<file path="src/sv/rbsm_pkg.sv">
// ----------------------------------------------------------------------------
// rbsm_pkg
// Shared types, command and status codes for the ring buffer space manager.
// ----------------------------------------------------------------------------
package rbsm_pkg;

   localparam int IDX_W = 16;
   localparam int CAP_W = IDX_W + 1;

   localparam longint unsigned DEFAULT_RING_SLOTS = 64'd65536;

   localparam logic [1:0] CMD_RESERVE = 2'd0;
   localparam logic [1:0] CMD_PEEK    = 2'd1;
   localparam logic [1:0] CMD_CONSUME = 2'd2;
   localparam logic [1:0] CMD_LOCATE  = 2'd3;

   localparam logic [1:0] ST_OK          = 2'd0;
   localparam logic [1:0] ST_NO_SPACE    = 2'd1;
   localparam logic [1:0] ST_BEYOND_FILL = 2'd2;

   typedef struct packed {
      logic [1:0]       command;
      logic [IDX_W-1:0] byte_count;
      logic [IDX_W-1:0] offset;
      logic [IDX_W-1:0] storage_index;
   } req_type;

   typedef struct packed {
      logic [1:0]       status;
      logic [IDX_W-1:0] first_start;
      logic [IDX_W-1:0] first_length;
      logic [IDX_W-1:0] second_length;
      logic [IDX_W-1:0] position;
      logic [IDX_W-1:0] fill_level;
   } rsp_type;

endpackage

</file>
<file path="src/sv/rbsm_in_stage.sv">
// ----------------------------------------------------------------------------
// rbsm_in_stage
// Input register: captures one command item and holds it until the engine
// hands its result to the output register.
// ----------------------------------------------------------------------------
module rbsm_in_stage
   import rbsm_pkg::*;
(
   input  logic    clock,
   input  logic    reset,
   input  logic    req_valid,
   output logic    req_stall,
   input  req_type req_item,
   input  logic    advance,
   output logic    item_valid,
   output req_type item
);

   logic    valid_ff;
   logic    valid_in;
   req_type item_ff;
   logic    take;

   assign req_stall  = valid_ff && !advance;
   assign take       = req_valid && !req_stall;
   assign valid_in   = take || (valid_ff && !advance);
   assign item_valid = valid_ff;
   assign item       = item_ff;

   always_ff @(posedge clock) begin
      if (reset) begin
         valid_ff <= 1'b0;
      end else begin
         valid_ff <= valid_in;
      end
   end

   always_ff @(posedge clock) begin
      if (take) begin
         item_ff <= req_item;
      end
   end

endmodule

</file>
<file path="src/sv/rbsm_engine.sv">
// ----------------------------------------------------------------------------
// rbsm_engine
// Ring bookkeeping: write index, read index, held bytes and size register,
// plus the single-pass placement logic for one command.
// ----------------------------------------------------------------------------
module rbsm_engine
   import rbsm_pkg::*;
#(
   parameter longint unsigned MAX_RING_SLOTS = DEFAULT_RING_SLOTS
)
(
   input  logic             clock,
   input  logic             reset,
   input  logic             csr_wr_en,
   input  logic [IDX_W-1:0] csr_wr_data,
   input  logic             fire,
   input  req_type          item,
   output rsp_type          result
);

   localparam longint unsigned FULL_SLOTS = 64'd1 << IDX_W;
   localparam logic [CAP_W-1:0] CAP_LIMIT =
      CAP_W'((MAX_RING_SLOTS > FULL_SLOTS) ? FULL_SLOTS : MAX_RING_SLOTS);

   logic [IDX_W-1:0] max_size_ff;
   logic [IDX_W-1:0] write_index_ff, write_index_in;
   logic [IDX_W-1:0] read_index_ff, read_index_in;
   logic [IDX_W-1:0] held_ff, held_in;

   logic [CAP_W-1:0] cap_raw;
   logic [CAP_W-1:0] cap;
   logic [IDX_W-1:0] usable;
   logic [IDX_W-1:0] spare_bytes;
   logic [IDX_W-1:0] peek_start;
   logic [IDX_W-1:0] place_start;
   logic [CAP_W-1:0] room;
   logic [IDX_W-1:0] seg1;
   logic [IDX_W-1:0] seg2;
   logic [IDX_W-1:0] write_adv;
   logic [IDX_W-1:0] read_adv;
   logic [CAP_W-1:0] peek_end;

   function automatic logic [IDX_W-1:0] wrap_add(
      input logic [IDX_W-1:0] a,
      input logic [IDX_W-1:0] b,
      input logic [CAP_W-1:0] c
   );
      logic [CAP_W-1:0] s;
      s = {1'b0, a} + {1'b0, b};
      if (s >= c) begin
         s = s - c;
      end
      return s[IDX_W-1:0];
   endfunction

   assign cap_raw    = {1'b0, max_size_ff} + CAP_W'(1);
   assign cap        = (cap_raw > CAP_LIMIT) ? CAP_LIMIT : cap_raw;
   assign usable     = IDX_W'(cap - CAP_W'(1));
   assign spare_bytes = usable - held_ff;
   assign peek_start = wrap_add(read_index_ff, item.offset, cap);
   assign place_start = (item.command == CMD_RESERVE) ? write_index_ff : peek_start;
   assign room       = cap - {1'b0, place_start};
   assign seg1       = ({1'b0, item.byte_count} < room) ? item.byte_count
                                                         : room[IDX_W-1:0];
   assign seg2       = item.byte_count - seg1;
   assign write_adv  = wrap_add(write_index_ff, item.byte_count, cap);
   assign read_adv   = wrap_add(read_index_ff, item.byte_count, cap);
   assign peek_end   = {1'b0, item.offset} + {1'b0, item.byte_count};

   always_comb begin
      write_index_in       = write_index_ff;
      read_index_in        = read_index_ff;
      held_in              = held_ff;
      result               = '0;
      case (item.command)
         CMD_RESERVE: begin
            if (item.byte_count > spare_bytes) begin
               result.status = ST_NO_SPACE;
            end else begin
               result.first_start   = place_start;
               result.first_length  = seg1;
               result.second_length = seg2;
               write_index_in       = write_adv;
               held_in              = held_ff + item.byte_count;
            end
         end
         CMD_PEEK: begin
            if (peek_end > {1'b0, held_ff}) begin
               result.status = ST_BEYOND_FILL;
            end else begin
               result.first_start   = place_start;
               result.first_length  = seg1;
               result.second_length = seg2;
            end
         end
         CMD_CONSUME: begin
            if (item.byte_count > held_ff) begin
               result.status = ST_BEYOND_FILL;
            end else begin
               read_index_in = read_adv;
               held_in       = held_ff - item.byte_count;
            end
         end
         CMD_LOCATE: begin
            if ({1'b0, item.storage_index} >= cap) begin
               result.status = ST_BEYOND_FILL;
            end else if (item.storage_index >= read_index_ff) begin
               result.position = item.storage_index - read_index_ff;
            end else begin
               result.position = IDX_W'(cap - {1'b0, read_index_ff}
                                        + {1'b0, item.storage_index});
            end
         end
         default: begin
            result.status = ST_BEYOND_FILL;
         end
      endcase
      result.fill_level = held_in;
   end

   always_ff @(posedge clock) begin
      if (reset) begin
         max_size_ff    <= '1;
         write_index_ff <= '0;
         read_index_ff  <= '0;
         held_ff        <= '0;
      end else if (csr_wr_en) begin
         max_size_ff    <= csr_wr_data;
         write_index_ff <= '0;
         read_index_ff  <= '0;
         held_ff        <= '0;
      end else if (fire) begin
         write_index_ff <= write_index_in;
         read_index_ff  <= read_index_in;
         held_ff        <= held_in;
      end
   end

   a_held_fits: assert property (@(posedge clock) disable iff (reset)
      held_ff <= usable)
      else $error("held bytes exceed usable space");

   a_index_range: assert property (@(posedge clock) disable iff (reset)
      ({1'b0, write_index_ff} < cap) && ({1'b0, read_index_ff} < cap))
      else $error("ring index out of range");

   a_index_gap: assert property (@(posedge clock) disable iff (reset)
      (write_index_ff >= read_index_ff) ?
         ((write_index_ff - read_index_ff) == held_ff) :
         (IDX_W'(cap - {1'b0, read_index_ff} + {1'b0, write_index_ff}) == held_ff))
      else $error("index gap disagrees with held bytes");

   a_refused_keeps: assert property (@(posedge clock) disable iff (reset)
      (fire && !csr_wr_en && (result.status != ST_OK)) |=>
         ($stable(held_ff) && $stable(write_index_ff) && $stable(read_index_ff)))
      else $error("refused command changed ring state");

endmodule

</file>
<file path="src/sv/rbsm_out_stage.sv">
// ----------------------------------------------------------------------------
// rbsm_out_stage
// Result register: holds one result item until the receiver takes it.
// ----------------------------------------------------------------------------
module rbsm_out_stage
   import rbsm_pkg::*;
(
   input  logic    clock,
   input  logic    reset,
   input  logic    item_valid,
   input  rsp_type result,
   output logic    advance,
   output logic    rsp_valid,
   input  logic    rsp_stall,
   output rsp_type rsp_item
);

   logic    valid_ff;
   logic    valid_in;
   rsp_type rsp_ff;

   assign advance   = !valid_ff || !rsp_stall;
   assign valid_in  = advance ? item_valid : valid_ff;
   assign rsp_valid = valid_ff;
   assign rsp_item  = rsp_ff;

   always_ff @(posedge clock) begin
      if (reset) begin
         valid_ff <= 1'b0;
      end else begin
         valid_ff <= valid_in;
      end
   end

   always_ff @(posedge clock) begin
      if (advance && item_valid) begin
         rsp_ff <= result;
      end
   end

endmodule

</file>
<file path="src/sv/ring_buffer_space_manager_top.sv">
// ----------------------------------------------------------------------------
// ring_buffer_space_manager_top
// Space bookkeeping for a byte ring of max size + 1 slots: reserve, peek,
// consume and locate commands, one result item per command.
// ----------------------------------------------------------------------------
//   port group  direction  handshake            payload
//   req_*       in         req_valid/req_stall  command, byte_count, offset,
//                                               storage_index
//   rsp_*       out        rsp_valid/rsp_stall  status, first_start, first_length,
//                                               second_length, position, fill_level
//   csr_*       in         csr_wr_en            max size in bytes
//
// One item per cycle unless rsp_stall holds the flow; results are registered.
// Throughput is set by the single-pass command logic between the input
// register and the result register, which also updates the ring indices.
// Synchronous reset empties the ring and sets the size to 65535.
// A stalled result holds the result register; one more item waits in the
// input register, after which req_stall rises.
// ----------------------------------------------------------------------------
module ring_buffer_space_manager_top
   import rbsm_pkg::*;
#(
   parameter longint unsigned MAX_RING_SLOTS = DEFAULT_RING_SLOTS
)
(
   input  logic             clock,
   input  logic             reset,
   input  logic             csr_wr_en,
   input  logic [IDX_W-1:0] csr_wr_data,
   input  logic             req_valid,
   output logic             req_stall,
   input  logic [1:0]       req_command,
   input  logic [IDX_W-1:0] req_byte_count,
   input  logic [IDX_W-1:0] req_offset,
   input  logic [IDX_W-1:0] req_storage_index,
   output logic             rsp_valid,
   input  logic             rsp_stall,
   output logic [1:0]       rsp_status,
   output logic [IDX_W-1:0] rsp_first_start,
   output logic [IDX_W-1:0] rsp_first_length,
   output logic [IDX_W-1:0] rsp_second_length,
   output logic [IDX_W-1:0] rsp_position,
   output logic [IDX_W-1:0] rsp_fill_level
);

   req_type req_item;
   req_type item;
   logic    item_valid;
   logic    advance;
   rsp_type result;
   rsp_type rsp_item;

   assign req_item.command       = req_command;
   assign req_item.byte_count    = req_byte_count;
   assign req_item.offset        = req_offset;
   assign req_item.storage_index = req_storage_index;

   rbsm_in_stage u_in (
      .clock      (clock),
      .reset      (reset),
      .req_valid  (req_valid),
      .req_stall  (req_stall),
      .req_item   (req_item),
      .advance    (advance),
      .item_valid (item_valid),
      .item       (item)
   );

   rbsm_engine #(
      .MAX_RING_SLOTS (MAX_RING_SLOTS)
   ) u_engine (
      .clock       (clock),
      .reset       (reset),
      .csr_wr_en   (csr_wr_en),
      .csr_wr_data (csr_wr_data),
      .fire        (item_valid && advance),
      .item        (item),
      .result      (result)
   );

   rbsm_out_stage u_out (
      .clock      (clock),
      .reset      (reset),
      .item_valid (item_valid),
      .result     (result),
      .advance    (advance),
      .rsp_valid  (rsp_valid),
      .rsp_stall  (rsp_stall),
      .rsp_item   (rsp_item)
   );

   assign rsp_status        = rsp_item.status;
   assign rsp_first_start   = rsp_item.first_start;
   assign rsp_first_length  = rsp_item.first_length;
   assign rsp_second_length = rsp_item.second_length;
   assign rsp_position      = rsp_item.position;
   assign rsp_fill_level    = rsp_item.fill_level;

endmodule

</file>
<file path="config.mk">
export PLATFORM = sky130hd
export DESIGN_NAME = ring_buffer_space_manager_top
export DESIGN_NICKNAME = d
export VERILOG_FILES = /design/src/sv/rbsm_pkg.sv /design/src/sv/rbsm_in_stage.sv /design/src/sv/rbsm_engine.sv /design/src/sv/rbsm_out_stage.sv /design/src/sv/ring_buffer_space_manager_top.sv
export SDC_FILE = /design/constraint.sdc
export NUM_CORES = 1
export LEC_CHECK = 0
export BUFFER_PORTS_ARGS = -buffer_cell sky130_fd_sc_hd__buf_2
export CORE_UTILIZATION = 40
export DETAILED_ROUTE_END_ITERATION = 10
export HOLD_SLACK_MARGIN = 0.02
export SLEW_MARGIN = 15
export SYNTH_ARGS = -nofsm -noshare
export SYNTH_HDL_FRONTEND = slang
export SYNTH_SLANG_ARGS = --single-unit
</file>
<file path="constraint.sdc">
create_clock -name clock -period 12.5 [get_ports clock]
set_input_delay 0.625 -clock clock [delete_from_list [all_inputs] [get_ports clock]]
set_output_delay 0.625 -clock clock [all_outputs]
set_load 0.01 [all_outputs]
</file>
==> key figures, run 1 <==
Outcome
  – Status: finished clean

Place
  – DP HPWL: between 50 and 60 mm
  – Final RePlAce weighted congestion: between 0.9 and 1
  – Dpl ws: just over 0.5 ns
  – PortBufs: 154
  – Inst Count DP: about 3000

Timing
  – Setup-failing EPs final: 0
  – Slew HR: 0.335
  – Max Freq: roughly 0.086 GHz
  – Unrepaired setup endpoints after global routing: false
  – Actual slew at the worst max-slew pin: 0.997 ns
  – Min Tclk post-route: about 12 ns
  – Final number of max-transition violations: 0
  – Final Cycle Share: 0.934
  – Final Skew: 0.0127 ns
  – Hold Slack: ~0.29 ns
  – Hold Fails Final Rpt: 0
  – Sum Neg Setup Slack: 0 ns
  – Fin worst setup slack: a little over 0.8 ns

GRT
  – Initial antenna violation count: 0
  – Pin count of the biggest net entering global routing: a little under 70
  – Vias in the first global route: about 17000
  – Grt ovf: 0
  – Global-route wire length before repair: about 98 mm
  – GRT Overall Usage: 0.260

Synthesis
  – Synth Flop Type: edfxtp_1
  – Synth top area share: 0.203
  – Fraction of registers with async set/reset: 0
  – Number of synthesized flops with an enable pin: roughly 130
  – Top-count cell post-synth: ha_1
  – Synth area leaders: edfxtp_1 (20%), ha_1 (18%), dfxtp_1 (6.8%)
  – Mapped Area: just under 20000 sq um
  – Register area share after synthesis: 0.270
  – Syn_nets: 2602
  – Avg Cell Area, Syn: between 8 and 9 sq um
  – Synth cell types: 86
  – Syn Inst Count: approximately 2200
  – Ys Warns: 0
  – Post-synth top area cell: edfxtp_1
  – Post-synth top cells: ha_1 (288), inv_1 (210), a21oi_1 (173), nor2_1 (171), o21ai_0 (140)
  – #FFs+latches synth: about 200

Critical path
  – Cell mode on critical path: a21oi_1
  – Crit-path slowest cell: edfxtp_1
  – CP Capture Type: register
  – Crit start category: register
  – Critical path's top delay family: compound AO/OA/AOI/OAI gates
  – WP data required: between 10 and 15 ns
  – Crit-path max cell delay: about 0.51 ns
  – Worst path bufs/invs: 3
  – Critical path type: reg2reg
  – Critical path data arrival time: between 10 and 15 ns
  – CP Max Fanout: 17

Pwr
  – Part of the power in registers: 0.285
  – Gate power share: 0.516
  – Power share of the clock group: 0.198
  – Net Sw Frac: 0.417
  – Pleak: a little under 10 nW
  – Internal cell power: 1.59 mW
  – Switch Pwr: ~1.1 mW
  – Worst IR Drop VDD: about 0.089 mV
  – Pwr Density: ~130 nW/um^2

Cells and area
  – ANT cells: 0
  – Syn-to-layout area delta: 11.2%
  – Nets: roughly 2800
  – Share of post-route cells with drive strength above 1: 0.126
  – Non-filler cells in the finished layout: roughly 3000
  – Core Util, Final: 0.454
  – Fillers: between 4000 and 5000

Clocking
  – CTS Buf Count: 17
  – Resized Gates After CTS: 0
  – Post-CTS Setup Repair Bufs: 0
  – Clock Pin Slew Worst Setup and Hold Paths: about 0.08 ns
  – Root Driver: clkbuf_16
  – H-tree depth: 4
  – Max Root-Sink Buffers: 2
  – CTS tree: yes
  – Post-CTS Hold Buffers: 0
  – Clock Latency Late Sink: 0.51 ns
  – Sink Count: roughly 200

Floorplanning
  – Ports: 155
  – DIE AREA: approximately 50000 sq um
  – Core area: roughly 48000 sq um
  – Die W: 223 um
  – Rows: 80
  – Starting Density: 0.408
  – Die Ht: approximately 220 um

Drt
  – First DRT Iteration DRCs: about 1100
  – Routed len/inst: approximately 21 um
  – Final WL: 64.0 mm
  – DRC viols: 0
  – Remaining antenna violation count: 0
  – Avg Vias per Cell: around 5.7
  – DR pass1 iterations: 5
  – Via count: 17053

Job
  – Max Cap Viol: 0

Min path
  – Hold Crit Class: in2reg
## stage by stage
stage / area [sq um] / total power, mW
final: 21700 / 2.73
after detailed placement: 21200 / 2.19
after CTS: 21700 / 2.74
after global routing: 21700 / 2.93
after global placement: 21200 / 2.17
after floorplan: 19600 / 1.80
## logic make-up (layout without fill, tap and decap cells)
kind of cell / after synthesis / count (layout) / synth area share
adders and majority gates: 317 / 317 / 0.213
and+or+nand+nor: 557 / 557 / 0.137
xor gates and xnor gates: 166 / 166 / 0.0750
buffers and inverters: 268 / 435 / 0.0535
DFF: 198 / 198 / 0.270
AOI/OAI and AO/OA: 656 / 656 / 0.222
muxes: 53 / 53 / 0.0283
## metal layers
| layer | vias up | wire length [um] | global-route usage |
|---|---|---|---|
| li1 | 8347 | - | - |
| met1 | 8158 | 28300 | 0.321 |
| met2 | 447 | 30900 | 0.451 |
| met3 | 101 | 2610 | 0.0408 |
| met4 | 0 | 2250 | 0.102 |
| met5 | - | 0 | 0 |
## layout make-up
| cell class | instances | area [sq um] | area share |
|---|---|---|---|
| flip-flops and latches | 198 | 5290 | 0.243 |
| repair buffers | 191 | 1050 | 0.0482 |
| clock inverters | 13 | 114 | 0.00524 |
| clock buffers | 19 | 443 | 0.0204 |
| multi-input cells | 1749 | 13300 | 0.611 |
| well taps | 615 | 769 | 0.0354 |
| inverters | 212 | 798 | 0.0367 |
## sequential cells by signal, summed over array words and instances (netlist names)
register                 flops
u_out.rsp_valid              1
u_in.item_valid              1
u_in.item                   50
u_engine.write_index_ff     16
u_engine.read_index_ff      16
u_out.rsp_item              82
u_engine.held_ff            16
u_engine.max_size_ff        16
## power by group through the flow
stage / sequential, mW / clock (mW) / combinational, mW
global placement: 0.795 / 0 / 1.37
floorplan: 0.799 / 0 / 1.00
global route: 0.784 / 0.579 / 1.56
finish: 0.780 / 0.542 / 1.41
CTS: 0.781 / 0.560 / 1.40
detailed placement: 0.795 / 0 / 1.39
## final timing paths
path | depth (start not counted) | end | slack [ns] | startpoint
worst max-delay path | 51 | u_out.rsp_item[46] | 0.83 | u_in.item[17]
worst min-delay path | 1 | u_in.item[41] | 0.29 | req_byte_count[9]
worst max register to register | 51 | u_out.rsp_item[46] | 0.83 | u_in.item[17]
worst min register to register | 2 | u_out.rsp_valid | 0.51 | u_in.item_valid
## placed cells by master (no fill, tap or decap), types with 23 or more instances in the layout
master,count
inv_1,210
nor2_1,170
a21o_1,63
ha_1,288
nand2_1,134
a21oi_1,171
dfxtp_1,65
nor2b_1,51
o21bai_1,36
buf_4,37
nor3_1,40
a211o_1,23
buf_2,154
xor2_1,51
o21a_1,28
xnor2_1,112
o21ai_0,140
edfxtp_1,132
nand4_1,28
fa_1,28
nand3_1,34
mux2i_1,34
(Power assumes the default switching activity.)
==> run 2: changes to the inputs <==
--- a/config.mk
+++ b/config.mk
@@ -6,6 +6,8 @@
 export NUM_CORES = 1
 export LEC_CHECK = 0
 export BUFFER_PORTS_ARGS = -buffer_cell sky130_fd_sc_hd__buf_2
+export CORE_ASPECT_RATIO = 1.1
+export CORE_MARGIN = 2
 export CORE_UTILIZATION = 40
 export DETAILED_ROUTE_END_ITERATION = 10
 export HOLD_SLACK_MARGIN = 0.02
==> run 2 against run 1 <==
Against the previous run: flip-flop and latch count is the same; combinational power is essentially flat; non-clock buffer count shrank 4; first-iteration DRC count grew 0.27%; critical path depth grew 2; design area grew 0.17%; fmax grew 2.7%; power grew 0.67%; setup slack gained 0.31 ns.
==> key figures, run 2 (same netlist as run 1, synthesis figures left out) <==
Outcome
  – Status: finished clean

Cells and area
  – Area of the multi-input gates: approximately 13000 sq um
  – Most common cell after layout, fill and taps aside: ha_1
  – Non-filler cells in the finished layout: between 3000 and 4000
  – Max reg flops: just over 80
  – ANT cells: 0
  – Share of post-route cells with drive strength above 1: 0.124
  – Sequential Area: approximately 5300 sq um
  – Nets: 2752
  – Post-route cell area: roughly 22000 sq um
  – Most frequent cells in the layout: ha_1 (288), inv_1 (210), nor2_1 (170), a21oi_1 (170), buf_2 (154)
  – Fillers: slightly below 5000
  – Syn-to-layout area delta: 11.3%

Drt
  – First DRT Iteration DRCs: roughly 1100
  – Avg Vias per Cell: about 5.7
  – DRC viols: 0
  – Remaining antenna violation count: 0
  – Routed len/inst: around 21 um
  – Final WL: between 60 and 70 mm
  – DR pass1 iterations: 5
  – Via count: 17261

Timing
  – Slew HR: 0.336
  – Max Freq: just under 0.09 GHz
  – Fin worst setup slack: around 1.1 ns
  – Min Tclk post-route: about 11 ns
  – Final number of max-transition violations: 0
  – Unrepaired setup endpoints after global routing: false
  – Hold Fails Final Rpt: 0
  – Sum Neg Setup Slack: 0 ns
  – Final Skew: approximately 0.020 ns
  – Final Cycle Share: 0.909
  – Actual slew at the worst max-slew pin: between 0.9 and 1 ns
  – Setup-failing EPs final: 0

Critical path
  – Cell mode on critical path: a21oi_1
  – Crit start category: register
  – Crit-path slowest cell: fa_1
  – WP data required: roughly 13 ns
  – Crit-path max cell delay: approximately 0.42 ns
  – Critical path data arrival time: 11.58 ns
  – CP Capture Type: register
  – Critical path type: reg2reg
  – CP Max Fanout: 15

Pwr
  – Part of the power in registers: 0.287
  – Pwr Density: approximately 130 nW/um^2
  – Pleak: between 9 and 10 nW
  – Power share of the clock group: 0.207
  – Worst IR Drop VDD: 0.0986 mV
  – Net Sw Frac: 0.410
  – Switch Pwr: approximately 1.1 mW
  – Gate power share: 0.506
  – Internal cell power: ~1.6 mW

Clocking
  – Post-CTS Hold Buffers: 0
  – CTS Buf Count: 17
  – H-tree depth: 4
  – Post-CTS Setup Repair Bufs: 0
  – Clock Pin Slew Worst Setup and Hold Paths: ~0.080 ns
  – Sink Count: ~200
  – Root Driver: clkbuf_16
  – Resized Gates After CTS: 0
  – Clock Latency Late Sink: around 0.51 ns
  – Max Root-Sink Buffers: 2
  – CTS tree: yes

Place
  – DP Area: between 20000 and 25000 sq um
  – DP HPWL: around 52 mm
  – Inst Count DP: between 2000 and 3000
  – PortBufs: about 150
  – Dpl ws: roughly 0.86 ns
  – Final RePlAce weighted congestion: approximately 1

Min path
  – Hold Crit Class: in2reg

Floorplanning
  – Die W: between 200 and 250 um
  – DIE AREA: 50700 sq um
  – Rows: 85
  – Starting Density: 0.402
  – Core area: between 40000 and 50000 sq um
  – Ports: between 150 and 200
  – Die Ht: approximately 240 um

GRT
  – GRT Overall Usage: 0.255
  – Pin count of the biggest net entering global routing: 69
  – Grt ovf: 0
  – Initial antenna violation count: 0
  – Vias in the first global route: 17233
  – Global-route wire length before repair: roughly 99 mm

Job
  – Max Cap Viol: 0
[run 2: layout make-up]
type                            count  share of cell area
Sequential cell                   198               0.243
Multi-Input combinational cell   1749               0.610
Clock inverter                     13             0.00672
Clock buffer                       19              0.0199
Tap cell                          652              0.0375
Inverter                          212              0.0366
Timing Repair Buffer              187              0.0468
[run 2: critical path: cells and delay by family (launching register included)]
kind / cells / cell delay [ns]
buffers and inverters: 3 / 0.40
and+or+nand+nor: 5 / 0.65
AOI/OAI and AO/OA: 35 / 6.54
adders and majority gates: 7 / 2.27
muxes: 1 / 0.38
DFF: 1 / 0.41
xor gates and xnor gates: 2 / 0.43
[run 2: path summary, 6_finish.rpt]
path | from | to | slack, ns | cells after the start
hold / removal | req_byte_count[8] | u_in.item[40] | 0.29 | 1
setup reg to reg | u_in.item[16] | u_out.rsp_item[46] | 1.13 | 53
setup / recovery | u_in.item[16] | u_out.rsp_item[46] | 1.13 | 53
hold reg to reg | u_in.item_valid | u_out.rsp_valid | 0.51 | 2
[run 2: power by group through the flow]
stage / Clock [mW] / Sequential (mW) / Combinational [mW]
after floorplan: 0 / 0.799 / 1.00
after global placement: 0 / 0.803 / 1.35
after detailed placement: 0 / 0.804 / 1.37
after CTS: 0.590 / 0.790 / 1.38
after global routing: 0.608 / 0.793 / 1.55
final: 0.570 / 0.789 / 1.39
[run 2: per-layer routing]
metal,global-route usage,up-vias,routed length (um)
met2,0.462,488,32300
li1,-,8344,-
met3,0.0272,119,2750
met4,0.124,0,2860
met1,0.300,8310,26700
met5,0,-,0
[run 2: per-stage QoR]
| step | hold WS [ns] | power, mW | utilization |
|---|---|---|---|
| after global routing | 0.280 | 2.95 | 0.448 |
| after floorplan | 0.446 | 1.80 | - |
| after detailed placement | 0.498 | 2.18 | 0.436 |
| final | 0.291 | 2.75 | 0.448 |
| after global placement | 0.466 | 2.16 | 0.436 |
| after CTS | 0.250 | 2.76 | 0.448 |
